## src/rtl/mbt_pkg.sv

```systemverilog
`default_nettype none
package mbt_pkg;

    localparam int MOD_W   = 31;
    localparam int OPD_W   = 63;
    localparam int TC_W    = 12;
    localparam int PADDR_W = 3;
    localparam int PDATA_W = 32;
    localparam int CNT_W   = 6;
    localparam int Q_DEPTH = 2;
    localparam int Q_PTR_W = 1;

    localparam int DEF_TABLE_SIZE = 4096;

    localparam logic [MOD_W-1:0] RESET_MODULUS     = 31'd998244353;
    localparam logic [TC_W-1:0]  RESET_TABLE_COUNT = 12'd4095;

    typedef enum logic [1:0] {
        MODE_BUILD = 2'd0,
        MODE_COMB  = 2'd1,
        MODE_PERM  = 2'd2,
        MODE_MUL   = 2'd3
    } mode_t;

    typedef enum logic [1:0] {
        ST_OK      = 2'd0,
        ST_RANGE   = 2'd1,
        ST_UNBUILT = 2'd2
    } status_t;

    typedef enum logic {
        REG_MODULUS     = 1'b0,
        REG_TABLE_COUNT = 1'b1
    } reg_sel_t;

    typedef enum logic [2:0] {
        CMD_DIRECT,
        CMD_BUILD,
        CMD_MUL,
        CMD_COMB,
        CMD_PERM
    } cmd_op_t;

    typedef enum logic [4:0] {
        BK_IDLE,
        BK_FINISH,
        BK_B0,
        BK_B1,
        BK_BNEXT,
        BK_BDIV,
        BK_BRDINV,
        BK_BSTART,
        BK_BT,
        BK_BF,
        BK_BI,
        BK_MA,
        BK_MB,
        BK_QWAIT,
        BK_QF,
        BK_QD,
        BK_QB
    } bk_state_t;

    typedef struct packed {
        mode_t             mode;
        logic [OPD_W-1:0]  first_operand;
        logic [OPD_W-1:0]  second_operand;
    } in_item_t;

    typedef struct packed {
        logic [MOD_W-1:0]  value;
        status_t           status;
    } out_item_t;

    // Classified command handed from the front to the back.
    typedef struct packed {
        cmd_op_t           op;
        status_t           status;
        logic [OPD_W-1:0]  opa;
        logic [OPD_W-1:0]  opb;
    } cmd_t;

    typedef struct packed {
        logic              start;
        logic [MOD_W-1:0]  x;
        logic [OPD_W-1:0]  y;
        logic [CNT_W-1:0]  nbits;
    } mm_req_t;

    typedef struct packed {
        logic              done;
        logic [MOD_W-1:0]  r;
    } mm_rsp_t;

endpackage
`default_nettype wire

```

## src/rtl/mbt_front.sv

```systemverilog
`default_nettype none
module mbt_front #(
    parameter int TABLE_SIZE = mbt_pkg::DEF_TABLE_SIZE
) (
    input  wire logic                    clk,
    input  wire logic                    rst_n,
    input  wire logic                    in_valid,
    output logic                         in_stall,
    input  wire mbt_pkg::in_item_t       in_item,
    input  wire logic [mbt_pkg::TC_W-1:0] table_count,
    input  wire logic                    q_full,
    output logic                         push,
    output mbt_pkg::cmd_t                cmd
);
    import mbt_pkg::*;

    localparam int IDXW = $clog2(TABLE_SIZE);

    logic            tables_valid_reg, tables_valid_next;
    logic [IDXW-1:0] built_limit_reg, built_limit_next;
    logic [IDXW-1:0] lim;
    logic            accept;

    assign in_stall = q_full;
    assign accept   = in_valid && !q_full;
    assign push     = accept;

    always_comb
    begin
        if (32'(table_count) > TABLE_SIZE - 1)
            lim = IDXW'(TABLE_SIZE - 1);
        else
            lim = IDXW'(table_count);
    end

    // The front keeps its own view of the built tables so that queries queued
    // behind a build are classified against that build.
    always_comb
    begin
        tables_valid_next = tables_valid_reg;
        built_limit_next  = built_limit_reg;
        cmd.op     = CMD_DIRECT;
        cmd.status = ST_OK;
        cmd.opa    = in_item.first_operand;
        cmd.opb    = in_item.second_operand;
        case (in_item.mode)
            MODE_BUILD:
            begin
                cmd.op  = CMD_BUILD;
                cmd.opa = OPD_W'(lim);
                if (accept)
                begin
                    tables_valid_next = 1'b1;
                    built_limit_next  = lim;
                end
            end
            MODE_MUL:
            begin
                cmd.op = CMD_MUL;
            end
            MODE_COMB, MODE_PERM:
            begin
                if (!tables_valid_reg)
                    cmd.status = ST_UNBUILT;
                else if (in_item.first_operand > OPD_W'(built_limit_reg))
                    cmd.status = ST_RANGE;
                else if (in_item.first_operand < in_item.second_operand)
                    cmd.status = ST_OK;
                else if (in_item.mode == MODE_COMB)
                    cmd.op = CMD_COMB;
                else
                    cmd.op = CMD_PERM;
            end
            default:
            begin
                cmd.op = CMD_DIRECT;
            end
        endcase
    end

    always_ff @(posedge clk or negedge rst_n)
    begin
        if (!rst_n)
        begin
            tables_valid_reg <= 1'b0;
            built_limit_reg  <= '0;
        end
        else
        begin
            tables_valid_reg <= tables_valid_next;
            built_limit_reg  <= built_limit_next;
        end
    end

endmodule
`default_nettype wire

```

## config.mk

```make
export PLATFORM = sky130hd
export DESIGN_NAME = mbt_front
export DESIGN_NICKNAME = d
export VERILOG_FILES = /design/src/rtl/mbt_pkg.sv /design/src/rtl/mbt_front.sv
export SDC_FILE = /design/constraint.sdc
export NUM_CORES = 1
export LEC_CHECK = 0
export BUFFER_PORTS_ARGS = -buffer_cell sky130_fd_sc_hd__buf_2
export CAP_MARGIN = 20
export CORE_AREA = 2 2 108 110
export DETAILED_ROUTE_END_ITERATION = 8
export DIE_AREA = 0 0 110 112
export HOLD_SLACK_MARGIN = 0.03
export PLACE_DENSITY = 0.67
export RECOVER_POWER = 25
export SYNTH_ARGS = -nofsm -noshare
export SYNTH_HDL_FRONTEND = slang
export SYNTH_SLANG_ARGS = --single-unit
```

## constraint.sdc

```tcl
create_clock -name clk -period 2.4 [get_ports clk]
set_clock_uncertainty 0.05 [all_clocks]
set_input_delay 0 -clock clk [delete_from_list [all_inputs] [get_ports clk]]
set_output_delay 0 -clock clk [all_outputs]
set_load 0.1 [all_outputs]
```

==> impl_metrics.toml <==
[status]
outcome = "complete, but fails checks"
violations = "negative setup slack"

[critical_path]
timing.rr.end = "built_limit_reg[4]"
rr_startpoint = "built_limit_reg[4]"
end_kind = "output port"
path_class = "flop to output port"
crit_path_max_fanout = 3
reg2reg_depth = 1
arrival_ns = 2.36
start_kind = "flop"
reg2reg_slack_ns = 1.57
crit_required_ns = 2.35

[place]
dp.final_hpwl_mm = 10.09
placed_area_um2 = 4725
dp_slack_ns = -0.05535
dp.cells = 827
gp_congestion = 0.8214
place.port_buffers = 276

[global_routing]
grt_pass1_vias = 3631
grt_max_degree = 58
antenna_found_initial = 0
grt-ovfl-total = 0
grt_usage = 0.1756
grt_pass1_wl_mm = 17.21

[routing]
wl_met3_um = 830
dr.pass1.iters = 4
top_layer = "met4"
wl_mm = 11.42
drc = 0
wl_met1_mm = 4.616
first_iter_violations = 78
vias = 3897
ant_nets = 0
via_per_inst = 4.617
routedWlPerCell_um = 13.54
met2_length_mm = 5.864

[clock_tree]
clk_pin_slew_ns = 0.05
cts_tree = "done"
cts_inserted_buffers = 3
cts.path.max_buffers = 2
htreeDepth = 1
clk_latency_ns = 0.24
cts.sinks = 13
cts_root_buf = "clkbuf_16"

[cells_and_area]
fin_util = 0.4430
n_antenna_cell = 0
largest_register_ffs = 12
drive_gt1_frac = 0.4194
fin_area_um2 = 4950
fin_cells = 844
area_growth_pct = 38.95
fillers = 1135
nets = 923

[synth]
avgSynthCellArea_um2 = 7.484
synth_common_cells = "inv_1, ha_1, buf_4, nor2b_1, a21oi_1"
netlist_area_um2 = 3562
yosysWarnings = 0
synth_top_cell_by_area = "ha_1"
synthDistinctLibCells = 36
yosysSeqAreaShare = 0.09132
yosysMostFrequentCell = "inv_1"
async_reset_ff_frac = 1.000
synth-edff-count = 0
synthCells = 476
synth_top_cells_by_area = "ha_1, buf_4, nor2b_1"
synth-seq-cells = 13
synth_top_flop_cell = "dfrtp_1"
synth_top_cell_area_share = 0.2705
synth_fp_nets = 697

[die]
io_pins = 277
coreArea_um2 = 11170
initial_utilization = 0.3188
die-area_um2 = 12320
die_w_um = 110
fp.dieH_um = 112
std_cell_rows = 39

[sta]
setup_viol_count_final = 1
fmax_ghz = 0.4144
tightest_slew_ns = 1.175
finalWorstSetupSlack_ns = -0.01337
post-route-min-period_ns = 2.413
final_max_slew_viol_count = 0
whs_ns = 0.3154
finalHoldViolations = 0
tns_ns = -0.01337
period_share = 1.006
maxSlewHeadroom = 0.2198
rsz0062_at_grt = "true"

[power]
ir_worst_vdd_mv = 0.4722
p_per_area_nw_per_um2 = 499.4
static-leakage-power_nw = 2.829
fin_total_pwr_mw = 2.472

[flow_run]
cap_violations = 0

[min_path]
hold_path_class = "input port to asynchronous set/reset pin"
## logic make-up (layout without fill, tap and decap cells)
family          Yosys count  after routing  share of synthesized area
buf+inv                 153            378                     0.2287
simple gates            135            135                     0.2136
fa+ha+maj                77             77                     0.2705
compound gates           75             75                     0.1233
mux                      23             23                    0.07271
flops                    13             13                    0.09132
## layer usage
metal | vias to the layer above | track usage
met5 | - | 0
met2 | 162 | 0.3395
met3 | 10 | 0.02400
met4 | 0 | 0.03376
li1 | 2007 | -
met1 | 1718 | 0.1999
## cell type report
type,count,area (µm²),share of cell area
Clock buffer,4,78.83,0.01593
Inverter,81,304.0,0.06143
Multi-Input combinational cell,310,2497,0.5046
Sequential cell,13,325.3,0.06572
Tap cell,143,178.9,0.03615
Timing Repair Buffer,293,1565,0.3162
## how the worst max path moves through the flow
stage,from,end,slack (ns),cells after the start
2_1_floorplan,built_limit_reg[2],cmd[130],-0.28,8
3_3_place_gp,in_item[29],cmd[130],0.04,11
3_5_place_dp,in_item[29],cmd[130],-0.06,11
4_1_cts,built_limit_reg[4],cmd[130],-0.03,9
5_1_grt,built_limit_reg[4],cmd[130],-0.15,9
6_report,built_limit_reg[4],cmd[130],-0.01,9
## cells in the final DEF (no fill, tap or decap), types with 2 or more instances in the layout
cell type      count
buf_2            246
mux2_2            23
a211oi_1           2
nor2_1             9
nor4_1            14
inv_1             79
ha_1              74
buf_12             4
inv_2              2
o21ai_1            3
clkbuf_1          28
nand2_1           25
dlygate4sd3_1     13
nor2b_1           55
nor3_1             3
o21ai_0           15
a21o_1             4
nand3_1            2
and2_1             2
a21oi_1           38
buf_4              3
nand4_1           16
clkbuf_16          3
dfrtp_1           13
ha_4               2
nand2b_1           2
## critical path, stage by stage (launching register included)
cell and delay, ns:
dfrtp_1 0.39, inv_2 0.07, ha_4 0.19, a211oi_2 0.17, nor2_1 0.06, o31a_1 0.33
o31ai_4 0.29, nand2_2 0.12, nor4b_4 0.28, buf_12 0.22
## power by group
| part | switching (mW) | total, mW | internal (mW) | leakage [nW] |
|---|---|---|---|---|
| Clock | 0.0938 | 0.318 | 0.224 | 0.0382 |
| Combinational | 1.42 | 1.86 | 0.449 | 2.64 |
| Sequential | 0.0236 | 0.289 | 0.266 | 0.153 |
| Total | 1.53 | 2.47 | 0.939 | 2.83 |
## repair_timing
action | 4_1_cts | 5_1_grt
hold buffers | 13 | 0
hold endpoints to repair | 25 | 0
pin swaps | 5 | 0
gates resized for setup | 9 | 1
endpoints found under the setup margin | 2 | 3
cloned | 0 | 0
buffers inserted | 0 | 0
No activity file was read; power rests on OpenSTA's default activity.
