==> config.mk <==
export PLATFORM = sky130hd
export DESIGN_NAME = mbt_queue
export DESIGN_NICKNAME = d
export VERILOG_FILES = /design/src/rtl/mbt_pkg.sv /design/src/rtl/mbt_queue.sv
export SDC_FILE = /design/constraint.sdc
export NUM_CORES = 1
export LEC_CHECK = 0
export ABC_CLOCK_PERIOD_IN_PS = 7530
export BUFFER_PORTS_ARGS = -buffer_cell sky130_fd_sc_hd__buf_4
export CAP_MARGIN = 20
export CORE_UTILIZATION = 52
export DETAILED_ROUTE_END_ITERATION = 7
export PLACE_DENSITY = 0.88
export SLEW_MARGIN = 20
export SYNTH_ARGS = -nofsm -noshare
export SYNTH_HDL_FRONTEND = slang
export SYNTH_SLANG_ARGS = --single-unit
==> constraint.sdc <==
create_clock -name clk -period 7.53 [get_ports clk]
set_input_delay 1.506 -clock clk [delete_from_list [all_inputs] [get_ports clk]]
set_output_delay 1.506 -clock clk [all_outputs]
set_load 0.01 [all_outputs]
==> src/rtl/mbt_pkg.sv <==
`default_nettype none
package mbt_pkg;

    localparam int MOD_W   = 31;
    localparam int OPD_W   = 63;
    localparam int TC_W    = 12;
    localparam int PADDR_W = 3;
    localparam int PDATA_W = 32;
    localparam int CNT_W   = 6;
    localparam int Q_DEPTH = 2;
    localparam int Q_PTR_W = 1;

    localparam int DEF_TABLE_SIZE = 4096;

    localparam logic [MOD_W-1:0] RESET_MODULUS     = 31'd998244353;
    localparam logic [TC_W-1:0]  RESET_TABLE_COUNT = 12'd4095;

    typedef enum logic [1:0] {
        MODE_BUILD = 2'd0,
        MODE_COMB  = 2'd1,
        MODE_PERM  = 2'd2,
        MODE_MUL   = 2'd3
    } mode_t;

    typedef enum logic [1:0] {
        ST_OK      = 2'd0,
        ST_RANGE   = 2'd1,
        ST_UNBUILT = 2'd2
    } status_t;

    typedef enum logic {
        REG_MODULUS     = 1'b0,
        REG_TABLE_COUNT = 1'b1
    } reg_sel_t;

    typedef enum logic [2:0] {
        CMD_DIRECT,
        CMD_BUILD,
        CMD_MUL,
        CMD_COMB,
        CMD_PERM
    } cmd_op_t;

    typedef enum logic [4:0] {
        BK_IDLE,
        BK_FINISH,
        BK_B0,
        BK_B1,
        BK_BNEXT,
        BK_BDIV,
        BK_BRDINV,
        BK_BSTART,
        BK_BT,
        BK_BF,
        BK_BI,
        BK_MA,
        BK_MB,
        BK_QWAIT,
        BK_QF,
        BK_QD,
        BK_QB
    } bk_state_t;

    typedef struct packed {
        mode_t             mode;
        logic [OPD_W-1:0]  first_operand;
        logic [OPD_W-1:0]  second_operand;
    } in_item_t;

    typedef struct packed {
        logic [MOD_W-1:0]  value;
        status_t           status;
    } out_item_t;

    // Classified command handed from the front to the back.
    typedef struct packed {
        cmd_op_t           op;
        status_t           status;
        logic [OPD_W-1:0]  opa;
        logic [OPD_W-1:0]  opb;
    } cmd_t;

    typedef struct packed {
        logic              start;
        logic [MOD_W-1:0]  x;
        logic [OPD_W-1:0]  y;
        logic [CNT_W-1:0]  nbits;
    } mm_req_t;

    typedef struct packed {
        logic              done;
        logic [MOD_W-1:0]  r;
    } mm_rsp_t;

endpackage
`default_nettype wire

==> src/rtl/mbt_queue.sv <==
`default_nettype none
module mbt_queue (
    input  wire logic           clk,
    input  wire logic           rst_n,
    input  wire logic           push,
    input  wire mbt_pkg::cmd_t  push_cmd,
    input  wire logic           pop,
    output mbt_pkg::cmd_t       head,
    output logic                full,
    output logic                avail
);
    import mbt_pkg::*;

    cmd_t                 entry_reg [Q_DEPTH];
    logic [Q_PTR_W-1:0]   wr_ptr_reg, wr_ptr_next;
    logic [Q_PTR_W-1:0]   rd_ptr_reg, rd_ptr_next;
    logic [Q_PTR_W:0]     count_reg, count_next;

    assign full  = (count_reg == (Q_PTR_W+1)'(Q_DEPTH));
    assign avail = (count_reg != '0);
    assign head  = entry_reg[rd_ptr_reg];

    always_comb
    begin
        wr_ptr_next = push ? wr_ptr_reg + 1'b1 : wr_ptr_reg;
        rd_ptr_next = pop ? rd_ptr_reg + 1'b1 : rd_ptr_reg;
        count_next  = count_reg;
        if (push && !pop)
            count_next = count_reg + 1'b1;
        else if (pop && !push)
            count_next = count_reg - 1'b1;
    end

    always_ff @(posedge clk or negedge rst_n)
    begin
        if (!rst_n)
        begin
            wr_ptr_reg <= '0;
            rd_ptr_reg <= '0;
            count_reg  <= '0;
        end
        else
        begin
            wr_ptr_reg <= wr_ptr_next;
            rd_ptr_reg <= rd_ptr_next;
            count_reg  <= count_next;
        end
    end

    always_ff @(posedge clk)
    begin
        if (push)
            entry_reg[wr_ptr_reg] <= push_cmd;
    end

endmodule
`default_nettype wire

==> results.py, run 1 <==
metrics = {
    "floorplanning": {
        "initial_core_util_pct": 53.1,
        "rows": 50,
        "fp.dieW_microns": 140,
        "die_h_microns": 140,
        "ioPinCount": 268,
        "die_area_sq_um": 19700,
        "coreArea_sq_um": 18800,
    },
    "clock_network": {
        "clkLatencyLatePin_ns": 0.51,
        "cts.sinks": 266,
        "cts_tree": "done",
        "root_buffer": "clkbuf_16",
        "numCtsBuffers": 26,
        "hold_buffers": 0,
        "cts-resized-gates": 0,
        "htree_levels": 1,
        "cts.clk_slew.worst_paths_ns": 0.06,
        "cts_buffer_depth": 3,
        "postCtsSetupBuffers": 0,
    },
    "routing": {
        "drt_iter0_markers": 256,
        "wire_per_inst_microns": 19.4,
        "vias": 4932,
        "drc_errors": 0,
        "firstDrtPassIters": 4,
        "drt-total-wl_microns": 18600,
        "drt-vias-per-instance": 5.14,
        "detail-route-antenna-nets": 0,
    },
    "logic_synthesis": {
        "yosysTopAreaCellShare_pct": 78.9,
        "ys_seq_area_share_pct": 79.9,
        "synth_area_leader_cell": "edfxtp_1",
        "netlist_area_sq_um": 9970,
        "synth-seq-cells": 266,
        "syn_inst": 424,
        "ys_types": 15,
        "synth-warning-count": 0,
        "synthTopCellsByArea": "edfxtp_1 (79%), mux2_4 (12%), mux2_2 (5.8%)",
        "syn_avg_cell_area_sq_um": 23.5,
        "syn-num-nets": 560,
    },
    "grt": {
        "grt_pass1_wl_microns": 27900,
        "grt_pass1_vias": 5297,
        "grt_util_all_layers_pct": 18.5,
        "busiest_layer": "met2",
        "antenna_found_initial": 0,
        "grtUsageMet2_pct": 33.0,
        "grt.met3_usage_pct": 5.23,
        "grt_util_met1_pct": 21.8,
        "grt_max_degree": 72,
        "grt.overflow.total": 0,
    },
    "place": {
        "place_area_sq_um": 12200,
        "port_buffers": 267,
        "place.gp.congestion": 0.723,
        "place_ws_ns": 3.80,
        "hpwl_microns": 12400,
    },
    "finish": {
        "stdcell_area_sq_um": 13000,
        "layout_common_cells": "buf_4 (270), edfxtp_1 (262), mux2_4 (80), mux2_2 (51), clkbuf_16 (27)",
        "synthToLayoutAreaGrowth_pct": 30.4,
        "nets": 844,
        "drive_gt1_share_pct": 61.2,
        "final_common_cell": "buf_4",
        "largest_reg_flops": 262,
        "antenna_cells": 0,
        "fill_cells": 1159,
    },
    "setup_path": {
        "crit_slowest_cell": "dfrtp_4",
        "critical_path.max_stage_delay_ns": 1.07,
        "cp_data_arrival_time_ns": 2.80,
        "path_cells": "buf_12 > mux2_2 > buf_4",
        "crit_fanout": 68,
        "start_kind": "flip-flop",
        "crit_required_ns": 6.02,
        "critPathCaptureType": "primary output",
        "criticalPathCategory": "reg2out",
    },
    "power": {
        "ir_drop_mv": 0.234,
        "power_density_nw_per_um2": 375,
        "leakagePower_nw": 5.12,
    },
    "min_path": {
        "hp-class": "reg2reg",
    },
    "run_status": {
        "status": "finished, final reports clean",
    },
    "timing": {
        "final.min_clock_period_ns": 4.31,
        "slew_viol_final": 0,
        "finalWorstSetupSlack_ns": 3.22,
        "clock_skew_ns": 0.00716,
        "setup_viol": 0,
        "max_freq_mhz": 232,
        "tns_ns": 0,
        "fin_crit_sh_pct": 57.2,
        "tightest_slew_ns": 1.07,
        "hold_viol": 0,
        "rsz0062_at_grt": "false",
        "maxSlewHeadroom_pct": 28.5,
    },
    "job": {
        "maxCapViolations": 0,
    },
}
## worst paths after layout
path	start	cells past startpoint	slack [ns]	to
max	rd_ptr_reg	3	3.22	head[127]
min	count_reg[1]	1	0.49	count_reg[1]
max reg2reg	wr_ptr_reg	2	5.02	entry_reg[1][124]
min reg2reg	count_reg[1]	1	0.49	count_reg[1]
max in group asynchronous	rst_n	1	6.64	rd_ptr_reg
min in group asynchronous	rst_n	1	0.78	rd_ptr_reg
## critical path: cells and delay by family, from the launching register on
| family | cells | cell delay, ns |
|---|---|---|
| buffers and inverters | 2 | 0.61 |
| flip-flops | 1 | 1.07 |
| multiplexers | 1 | 0.41 |
## cells by family (layout without fill, tap and decap cells)
| logic type | after synthesis | in the layout | synth area share (%) |
|---|---|---|---|
| xor gates and xnor gates | 5 | 5 | 0.439 |
| DFF | 266 | 266 | 79.9 |
| buffers and inverters | 16 | 318 | 1.46 |
| adders and majority gates | 1 | 1 | 0.125 |
| muxes | 131 | 131 | 17.8 |
| and+or+nand+nor | 5 | 5 | 0.289 |
## per-stage QoR
step	hold slack [ns]	utilization, %	power [W]	instances
floorplan	0.447	-	0.00307	424
global placement	0.466	64.9	0.00363	914
detailed placement	0.484	64.9	0.00370	914
CTS	0.497	69.3	0.00493	960
global route	0.524	69.3	0.00507	960
finish	0.493	69.3	0.00487	960
## layout make-up
cell class / count / area, sq um / area share, %
inverter: 1 / 3.75 / 0.0289
tap: 234 / 293 / 2.25
clock buffer: 29 / 683 / 5.25
clock inverter: 17 / 136 / 1.05
multi-input combinational: 142 / 1870 / 14.4
timing repair buffer: 271 / 2050 / 15.7
sequential: 266 / 7970 / 61.3
## where the power goes
part / total, W / internal [W] / leakage, nW / switching (W)
registers: 0.00213 / 0.00197 / 2.50 / 0.000156
logic: 0.00152 / 0.000862 / 2.22 / 0.000659
clock network: 0.00123 / 0.000718 / 0.401 / 0.000509
## Yosys cell counts
cell type / count
edfxtp_1: 262
mux2_4: 80
mux2_2: 51
buf_6: 9
buf_2: 5
dfrtp_1: 4
xor2_1: 4
nor2b_1: 2
and2_1: 1
buf_8: 1
ha_1: 1
inv_1: 1
nor2_1: 1
or2_2: 1
xnor2_1: 1
## per-layer routing
layer | share of wire [%] | routed length (microns)
met1 | 37 | 6880
met2 | 53 | 9770
met3 | 8.4 | 1570
met4 | 2.0 | 371
met5 | 0 | 0
Power figures use the tool's default switching activity.
==> run 2, diff against run 1 <==
--- a/config.mk
+++ b/config.mk
@@ -5,7 +5,7 @@
 export SDC_FILE = /design/constraint.sdc
 export NUM_CORES = 1
 export LEC_CHECK = 0
-export ABC_CLOCK_PERIOD_IN_PS = 7530
+export ABC_CLOCK_PERIOD_IN_PS = 4500
 export BUFFER_PORTS_ARGS = -buffer_cell sky130_fd_sc_hd__buf_4
 export CAP_MARGIN = 20
 export CORE_UTILIZATION = 52
==> constraint.sdc (replaced) <==
create_clock -name clk -period 4.5 [get_ports clk]
set_input_delay 0.9 -clock clk [delete_from_list [all_inputs] [get_ports clk]]
set_output_delay 0.9 -clock clk [all_outputs]
set_load 0.01 [all_outputs]
==> run 2 against run 1 <==
Against the previous run: final area rose by 1.1%; register-to-register slack worse by 2.5 ns; first-iteration DRC count is 12% higher; clock power is 88% higher; largest cell class unchanged; highest routed layer unchanged; clock skew is 0.014 ns higher.
==> results.py, run 2 (synthesized netlist as in run 1, its figures left out) <==
metrics = {
    "power": {
        "leakagePower_nw": 5.19,
        "power_density_nw_per_um2": 640,
        "ir_drop_mv": 0.384,
    },
    "timing": {
        "hold_viol": 0,
        "clock_skew_ns": 0.0210,
        "tightest_slew_ns": 0.877,
        "fin_crit_sh_pct": 72.6,
        "slew_viol_final": 0,
        "setup_viol": 0,
        "rsz0062_at_grt": "false",
        "whs_ns": 0.158,
        "finalWorstSetupSlack_ns": 1.23,
        "final.min_clock_period_ns": 3.27,
        "tns_ns": 0,
        "max_freq_mhz": 306,
        "maxSlewHeadroom_pct": 41.5,
    },
    "routing": {
        "drt-total-wl_microns": 18900,
        "firstDrtPassIters": 4,
        "vias": 4948,
        "drt-vias-per-instance": 5.13,
        "drc_errors": 0,
        "drt_iter0_markers": 286,
        "detail-route-antenna-nets": 0,
        "wire_per_inst_microns": 19.6,
    },
    "clock_network": {
        "root_buffer": "clkbuf_16",
        "htree_levels": 1,
        "clkLatencyLatePin_ns": 0.52,
        "cts-resized-gates": 0,
        "numCtsBuffers": 27,
        "postCtsSetupBuffers": 0,
        "cts.sinks": 266,
        "cts_buffer_depth": 3,
        "cts_tree": "done",
        "hold_buffers": 0,
        "cts.clk_slew.worst_paths_ns": 0.06,
    },
    "grt": {
        "busiest_layer": "met2",
        "grt_max_degree": 125,
        "grtUsageMet2_pct": 33.0,
        "grt.overflow.total": 0,
        "antenna_found_initial": 0,
        "grt.met3_usage_pct": 5.09,
        "grt_util_all_layers_pct": 18.9,
        "grt_util_met1_pct": 22.8,
        "grt_pass1_wl_microns": 28500,
        "grt_pass1_vias": 5325,
    },
    "floorplanning": {
        "rows": 50,
        "die_area_sq_um": 19700,
        "coreArea_sq_um": 18800,
        "die_h_microns": 140,
        "ioPinCount": 268,
        "initial_core_util_pct": 53.1,
        "fp.dieW_microns": 140,
    },
    "job": {
        "maxCapViolations": 0,
    },
    "finish": {
        "largest_reg_flops": 262,
        "synthToLayoutAreaGrowth_pct": 31.9,
        "drive_gt1_share_pct": 61.5,
        "fin_cells": 964,
        "nets": 845,
        "layout_common_cells": "buf_4 (268), edfxtp_1 (262), mux2_4 (80), mux2_2 (51), clkbuf_16 (27)",
        "antenna_cells": 0,
        "final_common_cell": "buf_4",
    },
    "place": {
        "port_buffers": 267,
        "hpwl_microns": 12700,
        "dp_cells": 914,
        "place.gp.congestion": 0.778,
        "place_ws_ns": 1.78,
    },
    "min_path": {
        "hp-class": "in2async",
    },
    "run_status": {
        "status": "finished, final reports clean",
    },
    "setup_path": {
        "criticalPathCategory": "reg2out",
        "start_kind": "flip-flop",
        "crit_slowest_cell": "dfrtp_4",
        "crit_required_ns": 3.60,
        "path_delay_family": "buffers and inverters",
        "cp_data_arrival_time_ns": 2.37,
        "critPathBufInv": 2,
        "path_common_cell": "buf_4",
        "crit_fanout": 34,
        "path_cells": "buf_4 > mux2_2 > buf_4",
        "critical_path.max_stage_delay_ns": 0.70,
        "critPathCaptureType": "primary output",
    },
}
run 2: worst paths after layout:
path,from,endpoint,slack (ns),cells past startpoint
max,rd_ptr_reg,head[111],1.23,3
min,rst_n,rd_ptr_reg,0.16,1
max reg2reg,wr_ptr_reg,entry_reg[1][67],2.48,2
min reg2reg,count_reg[1],count_reg[1],0.49,1
max in group asynchronous,rst_n,rd_ptr_reg,4.23,1
min in group clk,count_reg[1],count_reg[1],0.49,1
run 2: power by group:
group / total, W / switching (W) / internal (W)
Sequential: 0.00348 / 0.000184 / 0.00330
Clock: 0.00231 / 0.000867 / 0.00144
Combinational: 0.00263 / 0.00119 / 0.00145
Total: 0.00842 / 0.00224 / 0.00618
run 2: worst register-to-register path: stages, from the launching register on:
cell	delay [ns]
dfrtp_1	0.42
and2_4	0.74
buf_12	0.43
run 2: layout make-up:
type / count / area (sq um)
fill: 1133 / 5620
sequential: 266 / 7970
multi-input combinational: 142 / 1870
clock buffer: 35 / 736
inverter: 1 / 3.75
timing repair buffer: 271 / 2070
clock inverter: 15 / 204
tap: 234 / 293
run 2: per-stage QoR:
step / total power, W / cell area [sq um] / utilization [%]
after floorplan: 0.00512 / 9980 / -
after global placement: 0.00609 / 12200 / 65.1
after detailed placement: 0.00618 / 12200 / 65.1
after CTS: 0.00851 / 13200 / 70.1
after global routing: 0.00876 / 13200 / 70.1
final: 0.00842 / 13200 / 70.1
run 2: metal layers:
metal | part of all wire, % | vias up
li1 | - | 2253
met5 | 0 | -
met1 | 39 | 2443
met2 | 51 | 215
met4 | 2.2 | 0
met3 | 7.3 | 37
==> run 3, diff against run 2 <==
--- a/config.mk
+++ b/config.mk
@@ -5,12 +5,12 @@
 export SDC_FILE = /design/constraint.sdc
 export NUM_CORES = 1
 export LEC_CHECK = 0
-export ABC_CLOCK_PERIOD_IN_PS = 4500
+export ABC_CLOCK_PERIOD_IN_PS = 2800
 export BUFFER_PORTS_ARGS = -buffer_cell sky130_fd_sc_hd__buf_4
 export CAP_MARGIN = 20
-export CORE_UTILIZATION = 52
+export CORE_UTILIZATION = 47
 export DETAILED_ROUTE_END_ITERATION = 7
-export PLACE_DENSITY = 0.88
+export PLACE_DENSITY = 0.84
 export SLEW_MARGIN = 20
 export SYNTH_ARGS = -nofsm -noshare
 export SYNTH_HDL_FRONTEND = slang
==> constraint.sdc (replaced) <==
create_clock -name clk -period 2.8 [get_ports clk]
set_input_delay 0.56 -clock clk [delete_from_list [all_inputs] [get_ports clk]]
set_output_delay 0.56 -clock clk [all_outputs]
set_load 0.01 [all_outputs]
==> run 3 against run 2 <==
Against the previous run: non-clock buffer count grew 2; highest routed layer unchanged; sequential cell count is the same; sequential power grew 58%; sequential share of layout area grew 0.081 points; setup slack lost 0.96 ns; global-route usage shrank 2.0 points.
==> results.py, run 3 (synthesized netlist as in run 1, its figures left out) <==
metrics = {
    "setup_path": {
        "crit_fanout": 71,
        "r2r_end": "entry_reg[0][76]",
        "crit_cells": 3,
        "criticalPathCategory": "reg2out",
        "crit_required_ns": 2.24,
        "r2r_start": "wr_ptr_reg",
        "cp_data_arrival_time_ns": 1.97,
        "start_kind": "flip-flop",
        "startpoint": "rd_ptr_reg",
        "critPathCaptureType": "primary output",
        "ff2ff_setup_slack_ns": 1.16,
        "critical_path.max_stage_delay_ns": 0.44,
        "crit_slowest_cell": "dfrtp_4",
        "path_cells": "buf_12 > mux2_4 > buf_4",
        "critPathBufInv": 2,
        "path_delay_family": "buffers and inverters",
        "reg2regPathDepth": 2,
        "setup.worst_path.end": "head[77]",
    },
    "place": {
        "place_ws_ns": 0.809,
        "place.gp.congestion": 0.716,
        "place_area_sq_um": 12300,
        "hpwl_microns": 12200,
        "port_buffers": 267,
    },
    "routing": {
        "drt_iter0_markers": 213,
        "firstDrtPassIters": 4,
        "drt-vias-per-instance": 4.94,
        "detail-route-antenna-nets": 0,
        "drt-total-wl_microns": 18600,
        "wire_per_inst_microns": 18.6,
        "vias": 4936,
        "drc_errors": 0,
    },
    "finish": {
        "layout_common_cells": "buf_4 (268), edfxtp_1 (262), mux2_4 (80), mux2_2 (51), clkbuf_16 (27)",
        "regArea_sq_um": 7970,
        "final_common_cell": "buf_4",
        "antenna_cells": 0,
        "stdcell_area_sq_um": 13100,
        "fill_cells": 1390,
        "synthToLayoutAreaGrowth_pct": 31.7,
        "largest_reg_flops": 262,
        "multi_input_area_sq_um": 1870,
        "nets": 847,
        "drive_gt1_share_pct": 60.5,
    },
    "floorplanning": {
        "die_h_microns": 148,
        "ioPinCount": 268,
        "fp.dieW_microns": 148,
        "die_area_sq_um": 21800,
        "rows": 52,
        "initial_core_util_pct": 48.7,
        "coreArea_sq_um": 20500,
    },
    "grt": {
        "antenna_found_initial": 0,
        "grt_util_all_layers_pct": 16.9,
        "grt_max_degree": 132,
        "grt_pass1_wl_microns": 28400,
        "grt_pass1_vias": 5372,
        "grt.overflow.total": 0,
    },
    "timing": {
        "final.min_clock_period_ns": 2.53,
        "max_freq_mhz": 396,
        "tightest_slew_ns": 0.771,
        "setup_viol": 0,
        "maxSlewHeadroom_pct": 48.6,
        "hold_viol": 0,
        "finalWorstSetupSlack_ns": 0.275,
        "rsz0062_at_grt": "false",
        "slew_viol_final": 0,
        "fin_crit_sh_pct": 90.2,
        "clock_skew_ns": 0.0113,
    },
    "power": {
        "p_total_w": 0.0133,
        "power_density_nw_per_um2": 1010,
        "leakagePower_nw": 5.16,
        "ir_drop_mv": 0.933,
    },
    "min_path": {
        "hp-class": "in2reg",
    },
    "clock_network": {
        "clkLatencyLatePin_ns": 0.52,
        "cts.sinks": 266,
        "cts-resized-gates": 0,
        "postCtsSetupBuffers": 0,
        "cts_buffer_depth": 3,
        "hold_buffers": 1,
        "htree_levels": 1,
        "cts_tree": "done",
        "cts.clk_slew.worst_paths_ns": 0.06,
        "numCtsBuffers": 27,
        "root_buffer": "clkbuf_16",
    },
    "run_status": {
        "status": "finished, final reports clean",
    },
    "job": {
        "maxCapViolations": 0,
    },
}
-- run 3: worst min path at each step --
stage | from | to | slack (ns) | cells past startpoint
floorplan | rst_n | count_reg[0] | 0.26 | 0
global placement | rst_n | wr_ptr_reg | 0.36 | 1
detailed placement | rst_n | wr_ptr_reg | 0.36 | 1
CTS | push_cmd[77] | entry_reg[1][77] | 0.20 | 1
global route | push_cmd[109] | entry_reg[0][109] | 0.19 | 1
finish | push_cmd[129] | entry_reg[0][129] | 0.22 | 1
-- run 3: through the flow --
| step | instances | TNS, ns | utilization [%] | hold WS, ns |
|---|---|---|---|---|
| global route | 1000 | 0 | 64.1 | 0.191 |
| detailed placement | 951 | 0 | 59.9 | 0.360 |
| finish | 1000 | 0 | 64.1 | 0.216 |
| CTS | 1000 | 0 | 64.1 | 0.197 |
| floorplan | 424 | -21.11 | - | 0.264 |
| global placement | 951 | 0 | 59.9 | 0.356 |
-- run 3: cell type report --
cell class | count | area share (%)
clock inverters | 14 | 1.11
flip-flops and latches | 266 | 60.7
clock buffers | 34 | 5.34
repair buffers | 273 | 16.0
multi-input cells | 142 | 14.2
well taps | 270 | 2.57
inverters | 1 | 0.0286
-- run 3: layer usage --
metal	global-route usage [%]	routed length [microns]	vias up
met2	30.0	9710	197
li1	-	-	2259
met3	4.63	1320	43
met4	5.72	545	0
met1	19.6	7030	2437
met5	0	0	-
-- run 3: power breakdown --
| part | total (W) | internal, W | leakage [nW] | switching, W |
|---|---|---|---|---|
| Clock | 0.00342 | 0.00204 | 0.413 | 0.00138 |
| Combinational | 0.00433 | 0.00235 | 2.24 | 0.00198 |
| Sequential | 0.00550 | 0.00529 | 2.50 | 0.000204 |
| Total | 0.0133 | 0.00968 | 5.16 | 0.00357 |
